`src/rtl/psds_pkg.sv`:
```
// Shared types, constants and helpers for the partial sphere direction sampler.
package psds_pkg;

   localparam int CORDIC_STAGES_DEF = 16;
   localparam int CORDIC_STAGES_MAX = 24;
   localparam int SQRT_BITS         = 15;

   localparam logic signed [32:0] GAIN_Q30 = 33'sd652032874;
   localparam logic signed [20:0] ONE_Q14  = 21'sd16384;

   localparam logic [1:0] CSR_PHI_MAX_TURNS = 2'd0;
   localparam logic [1:0] CSR_COS_THETA_MIN = 2'd1;
   localparam logic [1:0] CSR_COS_THETA_MAX = 2'd2;

   typedef struct packed {
      logic [15:0] u0;
      logic [15:0] u1;
   } req_type;

   typedef struct packed {
      logic signed [15:0] dir_x;
      logic signed [15:0] dir_y;
      logic signed [15:0] dir_z;
   } rsp_type;

   typedef struct packed {
      logic [16:0]        phi_max_turns;
      logic signed [15:0] cos_theta_min;
      logic signed [15:0] cos_theta_max;
   } cfg_type;

   // atan(2^-i) in units of 2^-32 turn
   function automatic logic [31:0] atan_turns(input int idx);
      logic [31:0] v;
      case (idx)
         0: v = 32'd536870912;
         1: v = 32'd316933406;
         2: v = 32'd167458907;
         3: v = 32'd85004756;
         4: v = 32'd42667331;
         5: v = 32'd21354465;
         6: v = 32'd10679838;
         7: v = 32'd5340245;
         8: v = 32'd2670163;
         9: v = 32'd1335087;
         10: v = 32'd667544;
         11: v = 32'd333772;
         12: v = 32'd166886;
         13: v = 32'd83443;
         14: v = 32'd41722;
         15: v = 32'd20861;
         16: v = 32'd10430;
         17: v = 32'd5215;
         18: v = 32'd2608;
         19: v = 32'd1304;
         20: v = 32'd652;
         21: v = 32'd326;
         22: v = 32'd163;
         23: v = 32'd81;
         default: v = 32'd0;
      endcase
      return v;
   endfunction

   // saturate to plus or minus one in Q2.14
   function automatic logic signed [15:0] clamp_q14(input logic signed [20:0] v);
      logic signed [15:0] r;
      if (v > ONE_Q14) begin
         r = 16'sd16384;
      end else if (v < -ONE_Q14) begin
         r = -16'sd16384;
      end else begin
         r = v[15:0];
      end
      return r;
   endfunction

endpackage

```
`src/rtl/psds_front.sv`:
```
// Front stages: polar scale multiply, z with saturation, radicand, azimuth angle.
module psds_front (
   input  logic               clock,
   input  logic               en,
   input  psds_pkg::cfg_type  cfg,
   input  psds_pkg::req_type  req,
   output logic [28:0]        w,
   output logic signed [15:0] z,
   output logic [31:0]        t
);

   logic signed [16:0] d;
   logic signed [33:0] p_in, p_ff;
   logic [32:0]        tfull;
   logic [31:0]        t1_ff, t2_ff, t3_ff;
   logic signed [34:0] pr;
   logic signed [18:0] q;
   logic signed [19:0] zr;
   logic signed [15:0] z_in, z2_ff, z3_ff;
   logic signed [31:0] zz;
   logic [28:0]        w_in, w_ff;

   always_comb begin
      d     = {cfg.cos_theta_min[15], cfg.cos_theta_min}
            - {cfg.cos_theta_max[15], cfg.cos_theta_max};
      p_in  = $signed({1'b0, req.u0}) * d;
      tfull = cfg.phi_max_turns * req.u1;
   end

   // round to nearest on the Q.30 product, then subtract from cos_theta_min
   always_comb begin
      pr   = {p_ff[33], p_ff} + 35'sd32768;
      q    = pr[34:16];
      zr   = {{4{cfg.cos_theta_min[15]}}, cfg.cos_theta_min} - {q[18], q};
      z_in = psds_pkg::clamp_q14({zr[19], zr});
   end

   always_comb begin
      zz = z2_ff * z2_ff;
      if (zz > 32'sd268435456) begin
         w_in = '0;
      end else begin
         w_in = 29'(32'sd268435456 - zz);
      end
   end

   always_ff @(posedge clock) begin
      if (en) begin
         p_ff  <= p_in;
         t1_ff <= tfull[31:0];
         z2_ff <= z_in;
         t2_ff <= t1_ff;
         w_ff  <= w_in;
         z3_ff <= z2_ff;
         t3_ff <= t2_ff;
      end
   end

   assign w = w_ff;
   assign z = z3_ff;
   assign t = t3_ff;

endmodule

```
`config.mk`:
```
export PLATFORM = sky130hd
export DESIGN_NAME = psds_front
export DESIGN_NICKNAME = d
export VERILOG_FILES = /design/src/rtl/psds_pkg.sv /design/src/rtl/psds_front.sv
export SDC_FILE = /design/constraint.sdc
export NUM_CORES = 2
export LEC_CHECK = 0
export BUFFER_PORTS_ARGS = -buffer_cell sky130_fd_sc_hd__buf_2
export CAP_MARGIN = 5
export CORE_UTILIZATION = 30
export DETAILED_ROUTE_END_ITERATION = 8
export GPL_ROUTABILITY_DRIVEN = 0
export HOLD_SLACK_MARGIN = 0.08
export SYNTH_ARGS = -nofsm -noshare
export SYNTH_HDL_FRONTEND = slang
export SYNTH_SLANG_ARGS = --single-unit
```
`constraint.sdc`:
```
create_clock -name clock -period 13.7 [get_ports clock]
set_input_delay 4.11 -clock clock [delete_from_list [all_inputs] [get_ports clock]]
set_output_delay 4.11 -clock clock [all_outputs]
set_load 0.02 [all_outputs]
```
==> run metrics <==
outcome finished clean; DRT iter0 DRCs 1170; Total GRT Usage 14.7%; fmax 81.0 MHz; Worst Skew 0.0177 ns; DR vias/cell roughly 4.6; part of the cycle the worst path needs approximately nine tenths; clock-pin slew on the worst setup and hold paths roughly 0.07 ns; GR Overflow Total 0; Max stage delay on crit path around 0.54 ns; global-route wire length before repair between 100000 and 150000 µm; Worst Path Required approximately 14 ns; layout cells sized above 1 under 10%; min-delay worst type reg -> reg; post-route setup TNS 0 ns; Mapped Cells approximately 3700; Post-Synthesis Cell Area between 30000 and 40000 µm²; Post-DRT Antenna Nets 0; Max-Cap Viols 0; Max Buffers Root-to-Sink 2; TritonRoute pass-1 iters 7; Slowest-stage cell, CP fa_1; Slew @ Worst Pin 0.981 ns; post-CTS setup buffers 0; synth top area cells fa_1, edfxtp_1, ha_1, inv_1, nand2_1; num ports 160; minimum clock period roughly 12 ns; Syn Nets about 4800; Clk Latency, worst-skew pair 0.51 ns; nets@finish 4874; RSZ-0062 raised after global routing false; initial antenna violation count 1; Slew headroom roughly 34%; critical path type in -> reg; HPWL after DPL ~66000 µm; largest net degree at the start of global routing approximately 100; CTS tree yes; CORE AREA roughly 120000 µm²; worst endpoint data arrival time about 13 ns; CTS Root Buffer Type clkbuf_16; CP Capture Type flip-flop; Initial Util between 30 and 40%; ys flop type edfxtp_1; Worst R2R Setup Slack about 5.2 ns; H-tree depth 4; register area share after synthesis between 10 and 15%; Area growth, synth to finish 8.44%; Final Hold Fails 0; aggregate routed wire length a little over 80000 µm; Post-Syn Area per Cell ~9.5 µm²; Sink Count ~180; Crit Path Max Fanout 16; most frequent CP cell fa_1; Post-synth top cells inv_1, fa_1, nand2_1; cts hold-fix bufs 0; ant diodes 0; Post-synth EDFFs ~180; die area roughly 120000 µm²; Num CTS Buffers 17; register bit count reported by yosys between 150 and 200; Setup Viol. Count Final 0; Synth cell types between 70 and 80; average wire per standard cell between 15 and 20 µm; # port buffers ~160; Synth top area share between 30% and 40%; count of pins over their slew limit 0; number of global-route vias before repair ~27000; residual DRC count 0; Post-synth ARST share 0%; post-synth top area cell fa_1; startpoint types input port; Post-CTS Resized 0; YS warnings 0; Die X-Extent between 300 and 400 µm; most common cell in the netlist inv_1; row count 125; Vias 24800; die height about 340 µm
path summary, 6_finish.rpt:
| check | from | end | depth (start not counted) |
|---|---|---|---|
| worst max-delay path | cfg[1] | p_ff[32] | 32 |
| worst min-delay path | t2_ff[6] | t[6] | 0 |
| worst max register to register | z2_ff[8] | w[24] | 23 |
| worst min register to register | t2_ff[6] | t[6] | 0 |
per-stage QoR:
step                      cell area (µm²)  std cells  hold WS [ns]  util, %  setup slack [ns]
after floorplan                     35100       3711         0.400        -              1.89
after global placement              37600       5298         0.402     32.3              1.14
after detailed placement            37600       5298         0.405     32.3             0.962
after CTS                           38100       5330         0.415     32.8              1.51
after global routing                38100       5330         0.425     32.8             0.728
final                               38100       5330         0.413     32.8              1.36
critical path: cells and delay by family:
| kind | cells | cell delay [ns] |
|---|---|---|
| adder cells (fa/ha/maj) | 8 | 3.48 |
| AO/OA/AOI/OAI | 13 | 3.06 |
| XOR/XNOR | 1 | 0.08 |
| buffers and inverters | 4 | 0.24 |
| AND/OR/NAND/NOR | 6 | 1.57 |
layout by cell type (no fill, tap or decap), types with 17 or more instances in the layout:
master / netlist / routed
buf_4: 1 / 20
and3_1: 20 / 20
nand3_1: 37 / 37
xor2_1: 49 / 49
a21oi_1: 73 / 73
a21o_1: 41 / 41
a211oi_1: 19 / 19
inv_1: 873 / 873
and2_1: 231 / 231
o21ai_0: 50 / 50
xnor2_1: 81 / 81
nor3_1: 44 / 44
nor2_1: 152 / 152
nand2b_1: 18 / 18
clkbuf_16: 0 / 17
ha_1: 342 / 342
edfxtp_1: 175 / 175
o21a_1: 19 / 19
nor2b_1: 59 / 59
fa_1: 656 / 656
nand2_1: 442 / 442
buf_2: 4 / 158
cell type report:
type                       count  area (µm²)
multi-input combinational   2547       26200
fill                       12100       78100
clock inverter                15         140
clock buffer                  17         425
sequential                   175        5260
tap                         1524        1910
timing repair buffer         179         955
inverter                     873        3280
sequential cells by signal, indices dropped and copies added, names as in the netlist:
signal,flops
p_ff,19
t1_ff,32
t2_ff,32
z,16
t,32
z2_ff,16
w,28
metal layers:
metal  part of all wire [%]  track usage (%)  up-vias
met5                  0.016                0        -
met1                     45             19.0    12700
li1                       -                -    11600
met4                    1.7             3.39        2
met3                    4.2             2.54       79
met2                     49             25.6      426
kinds of logic after synthesis:
kind of cell | after synthesis | share of synthesized area [%]
AO/OA/AOI/OAI | 310 | 6.02
XOR/XNOR | 130 | 3.24
adder cells (fa/ha/maj) | 998 | 49.5
buffers and inverters | 989 | 10.6
flip-flops | 175 | 15.0
multiplexers | 3 | 0.0925
AND/OR/NAND/NOR | 1106 | 15.5
Power is not shown: default switching activity piles up to over one toggle a cycle in this logic, so the estimate is an artifact.
