`config.mk`:
```
export PLATFORM = sky130hd
export DESIGN_NAME = psds_cordic
export DESIGN_NICKNAME = d
export VERILOG_FILES = /design/src/rtl/psds_pkg.sv /design/src/rtl/psds_cordic.sv
export SDC_FILE = /design/constraint.sdc
export NUM_CORES = 2
export LEC_CHECK = 0
export CAP_MARGIN = 10
export CORE_MARGIN = 5
export CORE_UTILIZATION = 25
export DETAILED_ROUTE_END_ITERATION = 10
export DONT_BUFFER_PORTS = 1
export PLACE_DENSITY_LB_ADDON = 0.05
export SETUP_SLACK_MARGIN = 0.2
export SYNTH_ARGS = -nofsm -noshare
export SYNTH_HDL_FRONTEND = slang
export SYNTH_SLANG_ARGS = --single-unit
```
`constraint.sdc`:
```
create_clock -name clock -period 5.8 [get_ports clock]
set_clock_uncertainty 0.05 [all_clocks]
set_input_delay 1.16 -clock clock [delete_from_list [all_inputs] [get_ports clock]]
set_output_delay 1.16 -clock clock [all_outputs]
set_load 0.005 [all_outputs]
```
`src/rtl/psds_pkg.sv`:
```
// Shared types, constants and helpers for the partial sphere direction sampler.
package psds_pkg;

   localparam int CORDIC_STAGES_DEF = 16;
   localparam int CORDIC_STAGES_MAX = 24;
   localparam int SQRT_BITS         = 15;

   localparam logic signed [32:0] GAIN_Q30 = 33'sd652032874;
   localparam logic signed [20:0] ONE_Q14  = 21'sd16384;

   localparam logic [1:0] CSR_PHI_MAX_TURNS = 2'd0;
   localparam logic [1:0] CSR_COS_THETA_MIN = 2'd1;
   localparam logic [1:0] CSR_COS_THETA_MAX = 2'd2;

   typedef struct packed {
      logic [15:0] u0;
      logic [15:0] u1;
   } req_type;

   typedef struct packed {
      logic signed [15:0] dir_x;
      logic signed [15:0] dir_y;
      logic signed [15:0] dir_z;
   } rsp_type;

   typedef struct packed {
      logic [16:0]        phi_max_turns;
      logic signed [15:0] cos_theta_min;
      logic signed [15:0] cos_theta_max;
   } cfg_type;

   // atan(2^-i) in units of 2^-32 turn
   function automatic logic [31:0] atan_turns(input int idx);
      logic [31:0] v;
      case (idx)
         0: v = 32'd536870912;
         1: v = 32'd316933406;
         2: v = 32'd167458907;
         3: v = 32'd85004756;
         4: v = 32'd42667331;
         5: v = 32'd21354465;
         6: v = 32'd10679838;
         7: v = 32'd5340245;
         8: v = 32'd2670163;
         9: v = 32'd1335087;
         10: v = 32'd667544;
         11: v = 32'd333772;
         12: v = 32'd166886;
         13: v = 32'd83443;
         14: v = 32'd41722;
         15: v = 32'd20861;
         16: v = 32'd10430;
         17: v = 32'd5215;
         18: v = 32'd2608;
         19: v = 32'd1304;
         20: v = 32'd652;
         21: v = 32'd326;
         22: v = 32'd163;
         23: v = 32'd81;
         default: v = 32'd0;
      endcase
      return v;
   endfunction

   // saturate to plus or minus one in Q2.14
   function automatic logic signed [15:0] clamp_q14(input logic signed [20:0] v);
      logic signed [15:0] r;
      if (v > ONE_Q14) begin
         r = 16'sd16384;
      end else if (v < -ONE_Q14) begin
         r = -16'sd16384;
      end else begin
         r = v[15:0];
      end
      return r;
   endfunction

endpackage

```
`src/rtl/psds_cordic.sv`:
```
// Pipelined rotation-mode CORDIC, one micro-rotation per stage.
module psds_cordic #(
   parameter int STAGES = psds_pkg::CORDIC_STAGES_DEF,
   parameter int PAD    = 0
) (
   input  logic               clock,
   input  logic               en,
   input  logic [31:0]        t,
   output logic signed [32:0] x,
   output logic signed [32:0] y,
   output logic [1:0]         quad
);

   logic signed [32:0] x_s[0:STAGES];
   logic signed [32:0] y_s[0:STAGES];
   logic signed [31:0] a_s[0:STAGES];
   logic [1:0]         q_s[0:STAGES];
   logic signed [32:0] x_ff[0:STAGES-1];
   logic signed [32:0] y_ff[0:STAGES-1];
   logic signed [31:0] a_ff[0:STAGES-1];
   logic [1:0]         q_ff[0:STAGES-1];

   assign x_s[0] = psds_pkg::GAIN_Q30;
   assign y_s[0] = '0;
   assign a_s[0] = {2'b00, t[29:0]};
   assign q_s[0] = t[31:30];

   for (genvar i = 0; i < STAGES; i++) begin : g_rot
      localparam logic signed [31:0] Atan = psds_pkg::atan_turns(i);
      logic signed [32:0] dx, dy;

      always_comb begin
         dx = x_s[i] >>> i;
         dy = y_s[i] >>> i;
      end

      // rotate towards zero residual angle
      always_ff @(posedge clock) begin
         if (en) begin
            if (!a_s[i][31]) begin
               x_ff[i] <= x_s[i] - dy;
               y_ff[i] <= y_s[i] + dx;
               a_ff[i] <= a_s[i] - Atan;
            end else begin
               x_ff[i] <= x_s[i] + dy;
               y_ff[i] <= y_s[i] - dx;
               a_ff[i] <= a_s[i] + Atan;
            end
            q_ff[i] <= q_s[i];
         end
      end

      assign x_s[i+1] = x_ff[i];
      assign y_s[i+1] = y_ff[i];
      assign a_s[i+1] = a_ff[i];
      assign q_s[i+1] = q_ff[i];
   end

   if (PAD > 0) begin : g_pad
      logic signed [32:0] xp_ff[0:PAD-1];
      logic signed [32:0] yp_ff[0:PAD-1];
      logic [1:0]         qp_ff[0:PAD-1];
      always_ff @(posedge clock) begin
         if (en) begin
            xp_ff[0] <= x_s[STAGES];
            yp_ff[0] <= y_s[STAGES];
            qp_ff[0] <= q_s[STAGES];
            for (int i = 1; i < PAD; i++) begin
               xp_ff[i] <= xp_ff[i-1];
               yp_ff[i] <= yp_ff[i-1];
               qp_ff[i] <= qp_ff[i-1];
            end
         end
      end
      assign x    = xp_ff[PAD-1];
      assign y    = yp_ff[PAD-1];
      assign quad = qp_ff[PAD-1];
   end else begin : g_nopad
      assign x    = x_s[STAGES];
      assign y    = y_s[STAGES];
      assign quad = q_s[STAGES];
   end

endmodule

```
==> results_dict.tcl <==
set metrics [dict create \
    required_ps 6390 \
    vias 96974 \
    grt_use_total_pct 15.4 \
    cts_tree "done" \
    reg2reg_from "x_ff[1][149]$_DFFE_PP_" \
    dr.pass1.iters 6 \
    crit_fanout 5 \
    maxSlewViolCount 0 \
    outcome "complete, no violations" \
    vias_per_cell 4.67 \
    r2r_end "y_ff[1][197]$_DFFE_PP_" \
    async_flop_share_pct 0 \
    cts.sinks 1402 \
    r2r_cells 16 \
    drc_errors 0 \
    netlist_instances 12021 \
    ioPinCount 102 \
    ys_seq_elements 1402 \
    fin_area_sq_um 149000 \
    worst_setup_path_start_kind "register" \
    period_needed_ps 5310 \
    synthDistinctLibCells 102 \
    critical-path-slowest-cell "nor4_1" \
    slew-limit-headroom_pct 5.66 \
    antenna_found_initial 9 \
    start_util_pct 25.1 \
    clk_latency_ps 910 \
    reg2reg_slack_ps 490 \
    worst_setup_path_end_kind "register" \
    path_cells "or3_1 > nor4_1 > nand3_1 > nor4_1 > nor2_1 > xnor2_1 > ha_1 > a21o_1 > a21o_1 > a221o_1 > nor2_1 > o21ai_1 > a41oi_1 > o31a_1 > o21ai_1 > xnor2_1" \
    gp_congestion 0.832 \
    setup_violations 0 \
    max_clock_freq_ghz 0.188 \
    yosysWarningCount 0 \
    worstHoldPathType "input pin to register" \
    worstMarginPinSlew_ps 1420 \
    holdPathStages 0 \
    routed_wl_um 380000 \
    fin_nets 15803 \
    rsz0062_at_grt "false" \
    grt_max_degree 269 \
    fp.dieArea_sq_um 480000 \
    synth_top_area_cell "edfxtp_1" \
    synth_area_leaders "edfxtp_1, ha_1, xnor2_1" \
    crit_type "register to register" \
    dp_hpwl_um 309000 \
    yosysMostFrequentCell "edfxtp_1" \
    grt_first_pass_wirelength_um 586000 \
    cts_buffers 200 \
    synth-main-ff-cell "edfxtp_1" \
    gr-total-overflow 0 \
    synth_nets 13409 \
    hold_viol 0 \
    port_buffers 0 \
    row_count 250 \
    clockRootBuffer "clkbuf_16" \
    synth.avg_cell_area_sq_um 9.69 \
    grt_pass1_vias 97898 \
    critPathMaxStageDelay_ps 550 \
    ys_seq_area_share_pct 36.1 \
    synth_common_cells "edfxtp_1, ha_1, a21oi_1" \
    area_growth_syn_to_layout_pct 27.5 \
    min_from "t[3]" \
    synth_top_area_share_pct 36.1 \
    arrival_ps 5900 \
    drive_gt1_share_pct 20.0 \
    synth_edf_count 1402 \
    period_share_pct 91.5 \
    maxCapViolCount 0 \
    clk_pin_slew_worst_paths_ps 60 \
    placed_area_sq_um 142000 \
    ant_nets 0 \
    netlist_area_sq_um 117000 \
    core_area_sq_um 464000 \
    die_w_um 693 \
    routedWlPerCell_um 18.3 \
    cts_buffer_depth 4 \
    die_y_um 693 \
    htree_levels 4 \
    holdPathEnd "a_ff[0][3]$_DFFE_PP_" \
    drt_iter0_markers 4920 \
]
-- logic make-up after synthesis --
| group | share of synthesized area [%] |
|---|---|
| buffers and inverters | 2.47 |
| adder cells (fa/ha/maj) | 14.8 |
| AO/OA/AOI/OAI | 20.3 |
| flip-flops | 36.1 |
| multiplexers | 0.832 |
| XOR/XNOR | 12.7 |
| AND/OR/NAND/NOR | 12.7 |
-- area by class of cell --
class / count / area [sq um]
antenna: 2 / 5.00
clock buffer: 244 / 5260
clock inverter: 117 / 1370
fill: 48098 / 316000
inverter: 421 / 1580
multi-input combinational: 9920 / 71600
sequential: 1402 / 42100
tap: 6174 / 7720
timing repair buffer: 2470 / 18900
-- worst max-delay path by stage --
stage	from	endpoint	slack, ps	cells after the start
6_report	x_ff[1][149]$_DFFE_PP_	y_ff[1][197]$_DFFE_PP_	490	16
5_1_grt	x_ff[0][175]$_DFFE_PP_	y_ff[0][230]$_DFFE_PP_	220	20
4_1_cts	en	x_ff[1][196]$_DFFE_PP_	250	18
3_5_place_dp	en	x_ff[1][196]$_DFFE_PP_	-1930	18
3_3_place_gp	en	x_ff[1][161]$_DFFE_PP_	-1790	19
2_1_floorplan	en	a_ff[0][58]$_DFFE_PP_	230	18
-- worst max-delay path, delay by kind of cell (launching register included) --
family	cells	cell delay (ps)
flops	1	530
fa+ha+maj	1	290
simple gates	6	2080
compound gates	7	1710
xor+xnor	2	390
-- metrics by stage --
step / instances / setup WS (ps) / setup TNS (ps) / utilization (%) / hold WS (ps)
floorplan: 12021 / 231 / 0 / - / 350
global placement: 20378 / -1790 / -459310 / 30.5 / 351
detailed placement: 20378 / -1930 / -498490 / 30.5 / 355
CTS: 20743 / 253 / 0 / 32.0 / 171
global route: 20750 / 216 / 0 / 32.0 / 217
finish: 20750 / 491 / 0 / 32.0 / 304
-- cells in the final DEF (no fill, tap or decap), types with 184 or more instances in the layout --
cell type / instances
o21ai_1: 241
clkbuf_16: 207
ha_1: 1315
buf_4: 2450
nor2b_1: 184
nor2_1: 876
inv_1: 404
nand2_1: 695
nand2b_1: 229
nand3_1: 185
nor3_1: 269
edfxtp_1: 1402
a21o_1: 634
xor2_1: 599
xnor2_1: 1096
o21ai_0: 444
a21oi_1: 1261
-- layer usage --
metal,track usage [%],part of all wire (%),vias up
met5,0,0,-
met3,1.61,2.9,309
met4,2.75,1.7,0
li1,-,-,49602
met1,20.9,48,45932
met2,26.4,47,1131
-- registers in the layout, summed over array words and instances, names as in the netlist --
register	count
a_ff	446
q_ff	32
x_ff	461
y_ff	463
-- repair_timing --
| action | CTS | global route |
|---|---|---|
| cloned | 4 | 3 |
| setup buffers | 0 | 0 |
| gates resized for setup | 0 | 7 |
| endpoints found under the setup margin | 300 | 40 |
| hold buffers | 0 | 0 |
Power is left out: the tool's default activity adds up to more than one toggle a clock period on the data nets, which glitch-free logic cannot reach.
