### src/rtl/psds_pkg.sv
// Shared types, constants and helpers for the partial sphere direction sampler.
package psds_pkg;

   localparam int CORDIC_STAGES_DEF = 16;
   localparam int CORDIC_STAGES_MAX = 24;
   localparam int SQRT_BITS         = 15;

   localparam logic signed [32:0] GAIN_Q30 = 33'sd652032874;
   localparam logic signed [20:0] ONE_Q14  = 21'sd16384;

   localparam logic [1:0] CSR_PHI_MAX_TURNS = 2'd0;
   localparam logic [1:0] CSR_COS_THETA_MIN = 2'd1;
   localparam logic [1:0] CSR_COS_THETA_MAX = 2'd2;

   typedef struct packed {
      logic [15:0] u0;
      logic [15:0] u1;
   } req_type;

   typedef struct packed {
      logic signed [15:0] dir_x;
      logic signed [15:0] dir_y;
      logic signed [15:0] dir_z;
   } rsp_type;

   typedef struct packed {
      logic [16:0]        phi_max_turns;
      logic signed [15:0] cos_theta_min;
      logic signed [15:0] cos_theta_max;
   } cfg_type;

   // atan(2^-i) in units of 2^-32 turn
   function automatic logic [31:0] atan_turns(input int idx);
      logic [31:0] v;
      case (idx)
         0: v = 32'd536870912;
         1: v = 32'd316933406;
         2: v = 32'd167458907;
         3: v = 32'd85004756;
         4: v = 32'd42667331;
         5: v = 32'd21354465;
         6: v = 32'd10679838;
         7: v = 32'd5340245;
         8: v = 32'd2670163;
         9: v = 32'd1335087;
         10: v = 32'd667544;
         11: v = 32'd333772;
         12: v = 32'd166886;
         13: v = 32'd83443;
         14: v = 32'd41722;
         15: v = 32'd20861;
         16: v = 32'd10430;
         17: v = 32'd5215;
         18: v = 32'd2608;
         19: v = 32'd1304;
         20: v = 32'd652;
         21: v = 32'd326;
         22: v = 32'd163;
         23: v = 32'd81;
         default: v = 32'd0;
      endcase
      return v;
   endfunction

   // saturate to plus or minus one in Q2.14
   function automatic logic signed [15:0] clamp_q14(input logic signed [20:0] v);
      logic signed [15:0] r;
      if (v > ONE_Q14) begin
         r = 16'sd16384;
      end else if (v < -ONE_Q14) begin
         r = -16'sd16384;
      end else begin
         r = v[15:0];
      end
      return r;
   endfunction

endpackage

### src/rtl/psds_sqrt.sv
// Pipelined digit-by-digit square root with round to nearest; carries z alongside.
module psds_sqrt #(
   parameter int PAD = 0
) (
   input  logic               clock,
   input  logic               en,
   input  logic [28:0]        w,
   input  logic signed [15:0] z_i,
   output logic [14:0]        r,
   output logic signed [15:0] z_o
);

   localparam int SB = psds_pkg::SQRT_BITS;

   logic [30:0]        rem_s  [0:SB];
   logic [14:0]        root_s [0:SB];
   logic signed [15:0] z_s    [0:SB];
   logic [30:0]        rem_ff [0:SB-1];
   logic [14:0]        root_ff[0:SB-1];
   logic signed [15:0] zq_ff  [0:SB-1];
   logic [14:0]        r_ff;
   logic signed [15:0] zr_ff;

   assign rem_s[0]  = {2'b00, w};
   assign root_s[0] = '0;
   assign z_s[0]    = z_i;

   for (genvar k = 0; k < SB; k++) begin : g_step
      localparam int Bit = SB - 1 - k;
      logic [30:0] test;
      logic        fits;

      always_comb begin
         test = (31'(root_s[k]) << (Bit + 1)) + (31'(1) << (2 * Bit));
         fits = rem_s[k] >= test;
      end

      always_ff @(posedge clock) begin
         if (en) begin
            rem_ff[k]  <= fits ? rem_s[k] - test : rem_s[k];
            root_ff[k] <= fits ? (root_s[k] | (15'(1) << Bit)) : root_s[k];
            zq_ff[k]   <= z_s[k];
         end
      end

      assign rem_s[k+1]  = rem_ff[k];
      assign root_s[k+1] = root_ff[k];
      assign z_s[k+1]    = zq_ff[k];
   end

   // round up when the remainder exceeds the root
   always_ff @(posedge clock) begin
      if (en) begin
         r_ff  <= (rem_s[SB] > 31'(root_s[SB])) ? root_s[SB] + 15'd1 : root_s[SB];
         zr_ff <= z_s[SB];
      end
   end

   if (PAD > 0) begin : g_pad
      logic [14:0]        rp_ff[0:PAD-1];
      logic signed [15:0] zp_ff[0:PAD-1];
      always_ff @(posedge clock) begin
         if (en) begin
            rp_ff[0] <= r_ff;
            zp_ff[0] <= zr_ff;
            for (int i = 1; i < PAD; i++) begin
               rp_ff[i] <= rp_ff[i-1];
               zp_ff[i] <= zp_ff[i-1];
            end
         end
      end
      assign r   = rp_ff[PAD-1];
      assign z_o = zp_ff[PAD-1];
   end else begin : g_nopad
      assign r   = r_ff;
      assign z_o = zr_ff;
   end

endmodule

### config.mk
export PLATFORM = sky130hd
export DESIGN_NAME = psds_sqrt
export DESIGN_NICKNAME = d
export VERILOG_FILES = /design/src/rtl/psds_pkg.sv /design/src/rtl/psds_sqrt.sv
export SDC_FILE = /design/constraint.sdc
export NUM_CORES = 1
export LEC_CHECK = 0
export BUFFER_PORTS_ARGS = -buffer_cell sky130_fd_sc_hd__buf_2
export CAP_MARGIN = 15
export CORE_ASPECT_RATIO = 0.8
export CORE_MARGIN = 2
export CORE_UTILIZATION = 49
export CTS_CLUSTER_SIZE = 40
export DETAILED_ROUTE_END_ITERATION = 7
export GPL_TIMING_DRIVEN = 0
export PLACE_DENSITY = 0.75
export SETUP_SLACK_MARGIN = 0.4
export SLEW_MARGIN = 40
export SYNTH_ARGS = -nofsm -noshare
export SYNTH_HDL_FRONTEND = slang
export SYNTH_SLANG_ARGS = --single-unit
### constraint.sdc
create_clock -name clock -period 9.7 [get_ports clock]
set_clock_uncertainty 0.2 [all_clocks]
set_input_delay 1.94 -clock clock [delete_from_list [all_inputs] [get_ports clock]]
set_output_delay 1.94 -clock clock [all_outputs]
set_load 0.01 [all_outputs]
==> run_results.csv <==
group,metric,value,unit
status,outcome,"finished, final reports clean",
setup_path,worst_setup_path_start_kind,"input port",
power,leakagePower,0.0151,µW
clock_network,cts_root_buf,"clkbuf_16",
sta,tightest_slew,0.846,ns
setup_path,crit_family,"buffers and inverters",
yosys,yosysTopAreaCell,"edfxtp_1",
setup_path,crit_fanout,123,
setup_path,endpoint_kind,"flop",
yosys,synthArstFlopShare,0,%
yosys,synth_edf_count,855,
setup_path,worst-path-stages,6,
sta,fin_crit,4.43,ns
die,core-area,0.0738,mm²
clock_network,cts_setup_buffers,0,
setup_path,cp_common_cell,"buf_16",
yosys,synth_area,0.0366,mm²
drt,post_drt_wl_per_cell,16.6,µm
setup_path,critPathKind,"input port to flop",
clock_network,clkSinkCount,855,
layout,area_delta_synth_final,12.3,%
setup_path,reg2reg_depth,9,
layout,n_fill_cell,5737,
yosys,synthCells,2527,
yosys,ys_ff_latch,855,
sta,rsz0062_at_grt,"false",
yosys,synth_area_leaders,"edfxtp_1 70%, ha_1 5.1%, xnor2_1 2.9%",
layout,drive_above_1_share,9.67,%
drt,drt-total-wl,62500,µm
yosys,synth.distinct_cells,84,
die,io_pins,78,
grt,grt_overflow,0,
power,irDropWorstVdd,155,µV
setup_path,max_stage_delay,0.46,ns
grt,grt_max_degree,124,
layout,final_common_cell,"edfxtp_1",
yosys,synth-main-ff-cell,"edfxtp_1",
setup_path,crit_start,"en",
place,routabilityCongestion,0.929,
clock_network,worstSkewPairLatency,0.63,ns
drt,drt_iter0_drc,1418,
layout,mostFrequentLayoutCells,"855 x edfxtp_1, 190 x inv_1, 150 x nand2_1",
grt,grt_pass1_wl,102000,µm
place,dp_worst_setup_slack,4.54,ns
grt,antenna_found_initial,0,
setup_path,reg2reg_to,"rem_ff[12][5]",
sta,finalHoldViolCount,0,
clock_network,numCtsBuffers,81,
sta,relSlewSlack,43.1,%
job,max_cap_violations,0,
yosys,synth.top_cell.area_share,70.2,%
setup_path,cp_cell_sequence,"buf_12 > buf_16 > buf_16 > buf_16 > buf_16 > buf_16",
drt,antenna_left,0,
hold_path,hold_class,"flop to flop",
setup_path,required,9.77,ns
power,fin_total_pwr,8880,µW
layout,stdcell_area,0.0410,mm²
sta,fmax,226,MHz
sta,setup_viol,0,
grt,grt_usage,16.6,%
die,die_y,248,µm
drt,drc_errors,0,
drt,vias,20114,
setup_path,critPathArrivalTime,4.50,ns
layout,nNetsFinal,2891,
clock_network,clockBufferDepth,3,
clock_network,cts_resized,0,
setup_path,rrSetupSlack,5.87,ns
sta,setup_ws,5.27,ns
place,dp_hpwl,44600,µm
setup_path,r2r_start,"rem_ff[11][6]",
drt,drt_pass1_iterations,6,
clock_network,cts_hold_buf,0,
yosys,avgSynthCellArea,14.5,µm²
layout,antenna-diode-count,0,
place,place_area,0.0385,mm²
setup_path,endpoint,"rem_ff[14][1]",
clock_network,htree_levels,3,
die,row_count,89,
die,dieArea,0.0768,mm²
clock_network,cts_tree,"done",
power,power_density,216,mW/mm²
place,io_buffer_count,76,
yosys,yosysWarnings,0,
setup_path,cpMaxStageDelayCell,"buf_16",
sta,slew_violations,0,
clock_network,path_clk_slew,0.06,ns
setup_path,crit_buf_inv,6,
sta,fin_crit_sh,45.6,%
yosys,synth_seq_area_share,70.2,%
drt,vias_per_cell,5.35,
grt,grt_pass1_vias,20160,
die,die_w,309,µm
die,initial_core_util,49.5,%
-- power by group --
group	internal (µW)	switching (µW)
clock network	1730	1310
registers	4520	218
logic	459	643
-- metal layers --
layer | wire length (µm) | GRT usage, % | vias to the layer above
met5 | 0 | 0 | -
met4 | 2770 | 7.78 | 0
met3 | 2420 | 3.00 | 157
met2 | 31500 | 29.7 | 485
met1 | 25800 | 19.6 | 9635
li1 | - | - | 9837
-- through the flow --
step                      instances  hold slack [ns]  util, %  TNS [ns]
final                          3761            0.215     55.6         0
after global routing           3761            0.218     55.6         0
after CTS                      3761            0.215     55.6         0
after detailed placement       3613            0.205     52.1         0
after global placement         3605            0.200     51.7  -4949.23
after floorplan                2528            0.200        -         0
-- worst register-to-register path: cells and delay by family, from the launching register on --
kind	cells	cell delay (ns)
flip-flops	1	0.39
buffers and inverters	1	0.49
adder cells (fa/ha/maj)	1	0.36
AO/OA/AOI/OAI	6	2.04
AND/OR/NAND/NOR	1	0.07
-- registers in the layout (all words and copies together), names as in the netlist --
| name | count |
|---|---|
| z_o | 16 |
| r | 15 |
| zq_ff | 240 |
| root_ff | 120 |
| rem_ff | 464 |
-- kinds of logic after synthesis --
kind of cell | synth area share [%]
xor gates and xnor gates | 5.25
AOI/OAI and AO/OA | 7.00
other | 0.0103
adders and majority gates | 5.10
and+or+nand+nor | 9.27
DFF | 70.2
buffers and inverters | 2.35
muxes | 0.797
-- cells in the mapped netlist (all sizes together), types with 25 or more instances --
library cell	n
edfxtp	855
o21a	31
nor2	141
a21oi	93
nand2b	29
o21ai	133
xor2	97
inv	190
nand3	30
nor4	70
nand4	36
ha	149
nand2	150
xnor2	122
a21o	37
nor3	76
or3	25
-- cell type report --
type	instances	area (µm²)	share of cell area, %
multi-input combinational	1448	10100	24.5
buffer	35	146	0.357
clock inverter	55	467	1.14
timing repair buffer	84	616	1.50
sequential	855	25700	62.5
tap	1001	1250	3.05
inverter	190	713	1.74
clock buffer	93	2110	5.15
-- worst min path at each step --
stage | cells past startpoint | slack [ns] | from | to
final | 0 | 0.21 | zq_ff[4][15] | zq_ff[5][15]
after global routing | 0 | 0.22 | zq_ff[2][7] | zq_ff[3][7]
after CTS | 0 | 0.21 | zq_ff[4][15] | zq_ff[5][15]
after detailed placement | 0 | 0.20 | zq_ff[14][2] | z_o[2]
after global placement | 0 | 0.20 | zq_ff[8][7] | zq_ff[9][7]
after floorplan | 0 | 0.20 | zq_ff[14][0] | z_o[0]
Note: power is estimated with default switching activity, not from simulation.
