===== config.mk =====
export PLATFORM = sky130hd
export DESIGN_NAME = psds_out
export DESIGN_NICKNAME = d
export VERILOG_FILES = /design/src/rtl/psds_pkg.sv /design/src/rtl/psds_out.sv
export SDC_FILE = /design/constraint.sdc
export NUM_CORES = 2
export LEC_CHECK = 0
export BUFFER_PORTS_ARGS = -buffer_cell sky130_fd_sc_hd__buf_4
export CORE_ASPECT_RATIO = 1.25
export CORE_MARGIN = 4
export CORE_UTILIZATION = 60
export CTS_CLUSTER_DIAMETER = 60
export CTS_CLUSTER_SIZE = 25
export DETAILED_ROUTE_END_ITERATION = 12
export GPL_ROUTABILITY_DRIVEN = 1
export GPL_TIMING_DRIVEN = 0
export PLACE_DENSITY = 0.84
export SYNTH_ARGS = -nofsm -noshare
export SYNTH_HDL_FRONTEND = slang
export SYNTH_SLANG_ARGS = --single-unit

===== constraint.sdc =====
create_clock -name clock -period 15.2 [get_ports clock]
set_input_delay 3.04 -clock clock [delete_from_list [all_inputs] [get_ports clock]]
set_output_delay 3.04 -clock clock [all_outputs]
set_load 0.02 [all_outputs]

===== src/rtl/psds_pkg.sv =====
// Shared types, constants and helpers for the partial sphere direction sampler.
package psds_pkg;

   localparam int CORDIC_STAGES_DEF = 16;
   localparam int CORDIC_STAGES_MAX = 24;
   localparam int SQRT_BITS         = 15;

   localparam logic signed [32:0] GAIN_Q30 = 33'sd652032874;
   localparam logic signed [20:0] ONE_Q14  = 21'sd16384;

   localparam logic [1:0] CSR_PHI_MAX_TURNS = 2'd0;
   localparam logic [1:0] CSR_COS_THETA_MIN = 2'd1;
   localparam logic [1:0] CSR_COS_THETA_MAX = 2'd2;

   typedef struct packed {
      logic [15:0] u0;
      logic [15:0] u1;
   } req_type;

   typedef struct packed {
      logic signed [15:0] dir_x;
      logic signed [15:0] dir_y;
      logic signed [15:0] dir_z;
   } rsp_type;

   typedef struct packed {
      logic [16:0]        phi_max_turns;
      logic signed [15:0] cos_theta_min;
      logic signed [15:0] cos_theta_max;
   } cfg_type;

   // atan(2^-i) in units of 2^-32 turn
   function automatic logic [31:0] atan_turns(input int idx);
      logic [31:0] v;
      case (idx)
         0: v = 32'd536870912;
         1: v = 32'd316933406;
         2: v = 32'd167458907;
         3: v = 32'd85004756;
         4: v = 32'd42667331;
         5: v = 32'd21354465;
         6: v = 32'd10679838;
         7: v = 32'd5340245;
         8: v = 32'd2670163;
         9: v = 32'd1335087;
         10: v = 32'd667544;
         11: v = 32'd333772;
         12: v = 32'd166886;
         13: v = 32'd83443;
         14: v = 32'd41722;
         15: v = 32'd20861;
         16: v = 32'd10430;
         17: v = 32'd5215;
         18: v = 32'd2608;
         19: v = 32'd1304;
         20: v = 32'd652;
         21: v = 32'd326;
         22: v = 32'd163;
         23: v = 32'd81;
         default: v = 32'd0;
      endcase
      return v;
   endfunction

   // saturate to plus or minus one in Q2.14
   function automatic logic signed [15:0] clamp_q14(input logic signed [20:0] v);
      logic signed [15:0] r;
      if (v > ONE_Q14) begin
         r = 16'sd16384;
      end else if (v < -ONE_Q14) begin
         r = -16'sd16384;
      end else begin
         r = v[15:0];
      end
      return r;
   endfunction

endpackage


===== src/rtl/psds_out.sv =====
// Output stages: quadrant fold, radius scaling, rounding and saturation.
module psds_out (
   input  logic               clock,
   input  logic               en,
   input  logic [14:0]        r,
   input  logic signed [15:0] z,
   input  logic signed [32:0] x,
   input  logic signed [32:0] y,
   input  logic [1:0]         quad,
   output psds_pkg::rsp_type  rsp
);

   logic signed [33:0] c, s;
   logic signed [49:0] pc_ff, ps_ff;
   logic signed [15:0] z1_ff;
   logic signed [49:0] rc, rs;
   psds_pkg::rsp_type  rsp_in, rsp_ff;

   always_comb begin
      case (quad)
         2'd0: begin
            c = {x[32], x};
            s = {y[32], y};
         end
         2'd1: begin
            c = -{y[32], y};
            s = {x[32], x};
         end
         2'd2: begin
            c = -{x[32], x};
            s = -{y[32], y};
         end
         default: begin
            c = {y[32], y};
            s = -{x[32], x};
         end
      endcase
   end

   // floor shift by 30 keeps the sign of the rounded product
   always_comb begin
      rc = pc_ff + 50'sd536870912;
      rs = ps_ff + 50'sd536870912;
      rsp_in.dir_x = psds_pkg::clamp_q14({rc[49], rc[49:30]});
      rsp_in.dir_y = psds_pkg::clamp_q14({rs[49], rs[49:30]});
      rsp_in.dir_z = z1_ff;
   end

   always_ff @(posedge clock) begin
      if (en) begin
         pc_ff  <= $signed({1'b0, r}) * c;
         ps_ff  <= $signed({1'b0, r}) * s;
         z1_ff  <= z;
         rsp_ff <= rsp_in;
      end
   end

   assign rsp = rsp_ff;

endmodule


==> results.txt <==
The run finished with clean final reports. The number of different library cells used by synthesis comes to 86. Detailed placement finished with a half-perimeter wire length of ~110000 um.

In the synthesized netlist the dominant register cell turns out to be sky130_fd_sc_hd__edfxtp_1. The transition at the pin with the smallest max-transition slack came out at around 1.3 ns. The TritonCTS buffer count came out at 9.

The remaining max-slew budget at the tightest pin came out at roughly 9.9%. Setup repair after global routing left no endpoint under its margin. The clock reaches the later pin of the worst-skew pair after 0.39 ns. The count of non-filler cells in the finished layout came out at 5638. The worst endpoint required time is 15.38 ns. The number of enable-type register cells in the synthesized netlist came out at 106. After the last flow step, the layout net total stands at 5984. The initial antenna violation count is 28.

The sequential cell area fraction in the yosys report came out at around 7.6%. Sorting the synthesized cells by area gives the leading types as sky130_fd_sc_hd__fa_1 46%, sky130_fd_sc_hd__inv_1 9.2%, sky130_fd_sc_hd__edfxtp_1 7.6%, sky130_fd_sc_hd__ha_1 7.0%, sky130_fd_sc_hd__and2_1 6.3%. The post-CTS setup buffer count came out at 0. TritonCTS built the clock tree. The worst path uses 89.3% of the clock period. The number of H-tree branching levels came out at 3. The final standard cell area without fillers came out at 44100 sq um.

The critical path is of the input pin to register type. The die covers 73800 sq um. The routed design could run at a clock period as short as 13.58 ns. In the final timing run, aggregate negative setup slack is 0 ns. The layout overhead on the synthesized area came out at 5.88%. Hold is met by 0.421 ns. The clock slew seen by the registers of the worst setup and hold paths is 0.08 ns.

STA classifies the critical path startpoint as an input pin. The cell at the root of the clock tree is sky130_fd_sc_hd__clkbuf_16. The largest fanout on the critical path came out at 10.

The core footprint is 68500 sq um. The data arrival time of the worst path came out at roughly 14 ns. The overall die height is 303 um.

The cts-stage hold buffer count is 0. The site row count came out at between 100 and 150. Of all cell types, the one taking the most synthesized area is sky130_fd_sc_hd__fa_1. Derived from the worst setup path, the maximum achievable clock frequency is 73.6 MHz. The global placement routability congestion is 1.04.

The number of placed instances, taps included, is approximately 5.6k. The maximum buffer depth of the clock tree came out at 2. Dividing the detail-routed via count by the number of cells gives around 5.9. The area share of the leading cell type in the synthesized netlist came out at 46.0%. The async set or reset register ratio after synthesis is 0%. In this run the cell area measured after placement is 43800 sq um. Global routing used a little over a third of the available tracks across all layers.

During synthesis, Yosys emitted a total of 0 warnings. The number of vias in the routed layout came out at around 33k. The total setup violations reported at the end of the flow came out at 0. The iteration-0 DRC count of the detailed router came out at 2897. The die width is 244 um. The initial core utilization came out at between 60% and 70%. The number of sinks on the clock net came out at 106. The iteration count of the initial detailed-routing pass came out at 6. The total overflow left after global routing is 0. The top-level port count is 149. Each instance of the synthesized netlist takes up on average 9.16 sq um. The number of hold violations in the final report is 0. The count of pins over their slew limit came to 0.

The aggregate routed wire length came out at ~130000 um. The remaining routing DRC violations is 0. The netlist area before placement is roughly 42000 sq um.

The number of synthesized register bits came out at 106. Synthesis handed over a netlist of 4553 instances. Once detail routing completed, the nets flagged for antenna violations numbered 0.

The number of global-route vias before repair is 35.8k. The class of the tightest hold or removal check is register to register. The number of violations of the max-capacitance limit is 0. The total of cells resized after clock tree synthesis is 0.

Between clock sinks in the finished design, the worst skew comes to 0.00830 ns. STA classifies the critical path endpoint as a register. The global-route wire length before repair is 200000 um. The number of nets in the synthesized netlist is 5846.

The proportion of layout cells with a drive suffix above 1 came out at approximately 5.5%. The average wire length per cell after detail routing came out at 22.6 um. The number of buffer cells added on primary ports came out at 127. The pin count of the biggest net entering global routing is approximately 110.
routing by layer:
layer | global-route usage [%] | share of wire [%]
met1 | 43.2 | 35
met3 | 9.60 | 11
met4 | 22.5 | 8.2
met2 | 57.3 | 46
met5 | 0 | 0.057
synthesized netlist by cell type (all sizes together), types with 6 or more instances:
master   instances
nor2           119
a21o            38
o21a             6
a21oi           94
or4             16
buf             45
mux2            12
or2              8
and4             9
or3             19
inv           1018
edfxtp         106
a21boi          12
nor4            10
o211ai          12
nand2          695
o21ai           73
mux4            27
o41ai            7
o22ai            6
ha             234
nand3           40
clkbuf         186
o311ai           6
a2111oi          6
o31ai           13
nor3            35
and2           423
a31oi           14
nor2b           10
nand4           32
fa             958
xnor2           89
o21bai          13
o211a            8
nand2b          13
a211oi          11
xor2            45
and3            30
through the flow:
stage / worst slack (ns) / util, %
floorplan: 4.18 / -
global placement: 1.41 / 63.9
detailed placement: 1.30 / 63.9
CTS: 1.68 / 64.3
global route: 1.24 / 64.4
finish: 1.62 / 64.4
final cells by class:
type / count / area (sq um)
clock inverters: 7 / 68.8
fillers: 5518 / 24400
clock buffers: 9 / 225
diodes: 16 / 40.0
flip-flops and latches: 106 / 3180
plain buffers: 231 / 956
multi-input cells: 3197 / 33700
well taps: 926 / 1160
repair buffers: 127 / 957
inverters: 1019 / 3820
flip-flops by register name, summed over array words and instances, names as in the netlist:
signal  cells
z1_ff      16
ps_ff      21
rsp        48
pc_ff      21
cells in the final DEF, fill, tap and decap left out, types with 30 or more instances in the layout:
cell type	synthesis	routed
sky130_fd_sc_hd__and2_1	420	420
sky130_fd_sc_hd__and3_1	30	30
sky130_fd_sc_hd__inv_1	1018	1018
sky130_fd_sc_hd__a21oi_1	94	94
sky130_fd_sc_hd__edfxtp_1	106	106
sky130_fd_sc_hd__nor2_1	118	118
sky130_fd_sc_hd__o21ai_0	65	65
sky130_fd_sc_hd__fa_1	958	958
sky130_fd_sc_hd__xnor2_1	89	89
sky130_fd_sc_hd__nor3_1	30	30
sky130_fd_sc_hd__clkbuf_1	186	186
sky130_fd_sc_hd__ha_1	234	234
sky130_fd_sc_hd__xor2_1	45	45
sky130_fd_sc_hd__a21o_1	38	38
sky130_fd_sc_hd__buf_4	2	128
sky130_fd_sc_hd__nand4_1	32	32
sky130_fd_sc_hd__nand3_1	37	37
sky130_fd_sc_hd__nand2_1	695	695
worst max-delay path, stage by stage:
cell and delay, ns:
sky130_fd_sc_hd__buf_4 0.10, sky130_fd_sc_hd__buf_2 0.29, sky130_fd_sc_hd__buf_1 0.73, sky130_fd_sc_hd__buf_2 0.41
sky130_fd_sc_hd__buf_2 0.34, sky130_fd_sc_hd__buf_1 0.51, sky130_fd_sc_hd__nor2_1 0.12, sky130_fd_sc_hd__a21oi_1 0.59
sky130_fd_sc_hd__clkbuf_1 0.61, sky130_fd_sc_hd__nand2_1 0.17, sky130_fd_sc_hd__fa_1 0.55, sky130_fd_sc_hd__inv_1 0.05
sky130_fd_sc_hd__fa_1 0.48, sky130_fd_sc_hd__fa_1 0.57, sky130_fd_sc_hd__fa_1 0.43, sky130_fd_sc_hd__fa_1 0.49
sky130_fd_sc_hd__inv_1 0.05, sky130_fd_sc_hd__fa_1 0.48, sky130_fd_sc_hd__inv_1 0.04, sky130_fd_sc_hd__ha_1 0.32
sky130_fd_sc_hd__nand3_1 0.24, sky130_fd_sc_hd__nor4_1 0.58, sky130_fd_sc_hd__o311ai_0 0.24, sky130_fd_sc_hd__o22ai_1 0.81
sky130_fd_sc_hd__o21ai_1 0.40, sky130_fd_sc_hd__o41a_1 0.59, sky130_fd_sc_hd__o21a_1 0.23, sky130_fd_sc_hd__o311ai_0 0.28
cells by family (layout without fill, tap and decap cells):
group	after synthesis	in the layout	share of synthesized area (%)
mux	44	44	1.90
flops	106	106	7.63
compound gates	357	357	5.73
fa+ha+maj	1192	1192	53.0
buf+inv	1250	1393	11.5
other cells	0	16	0
simple gates	1470	1470	17.4
xor+xnor	134	134	2.81
final timing paths:
path | start | to | slack (ns) | cells past startpoint
setup reg to reg | ps_ff[29]$_DFFE_PP_ | rsp[24]$_SDFFCE_PP0P_ | 11.26 | 11
hold reg to reg | z1_ff[12]$_DFFE_PP_ | rsp[12]$_DFFE_PP_ | 0.42 | 0
hold / removal | z1_ff[12]$_DFFE_PP_ | rsp[12]$_DFFE_PP_ | 0.42 | 0
setup / recovery | quad[0] | pc_ff[48]$_DFFE_PP_ | 1.62 | 28
Power is not shown: default switching activity piles up to over one toggle a cycle in this logic, so the estimate is an artifact.
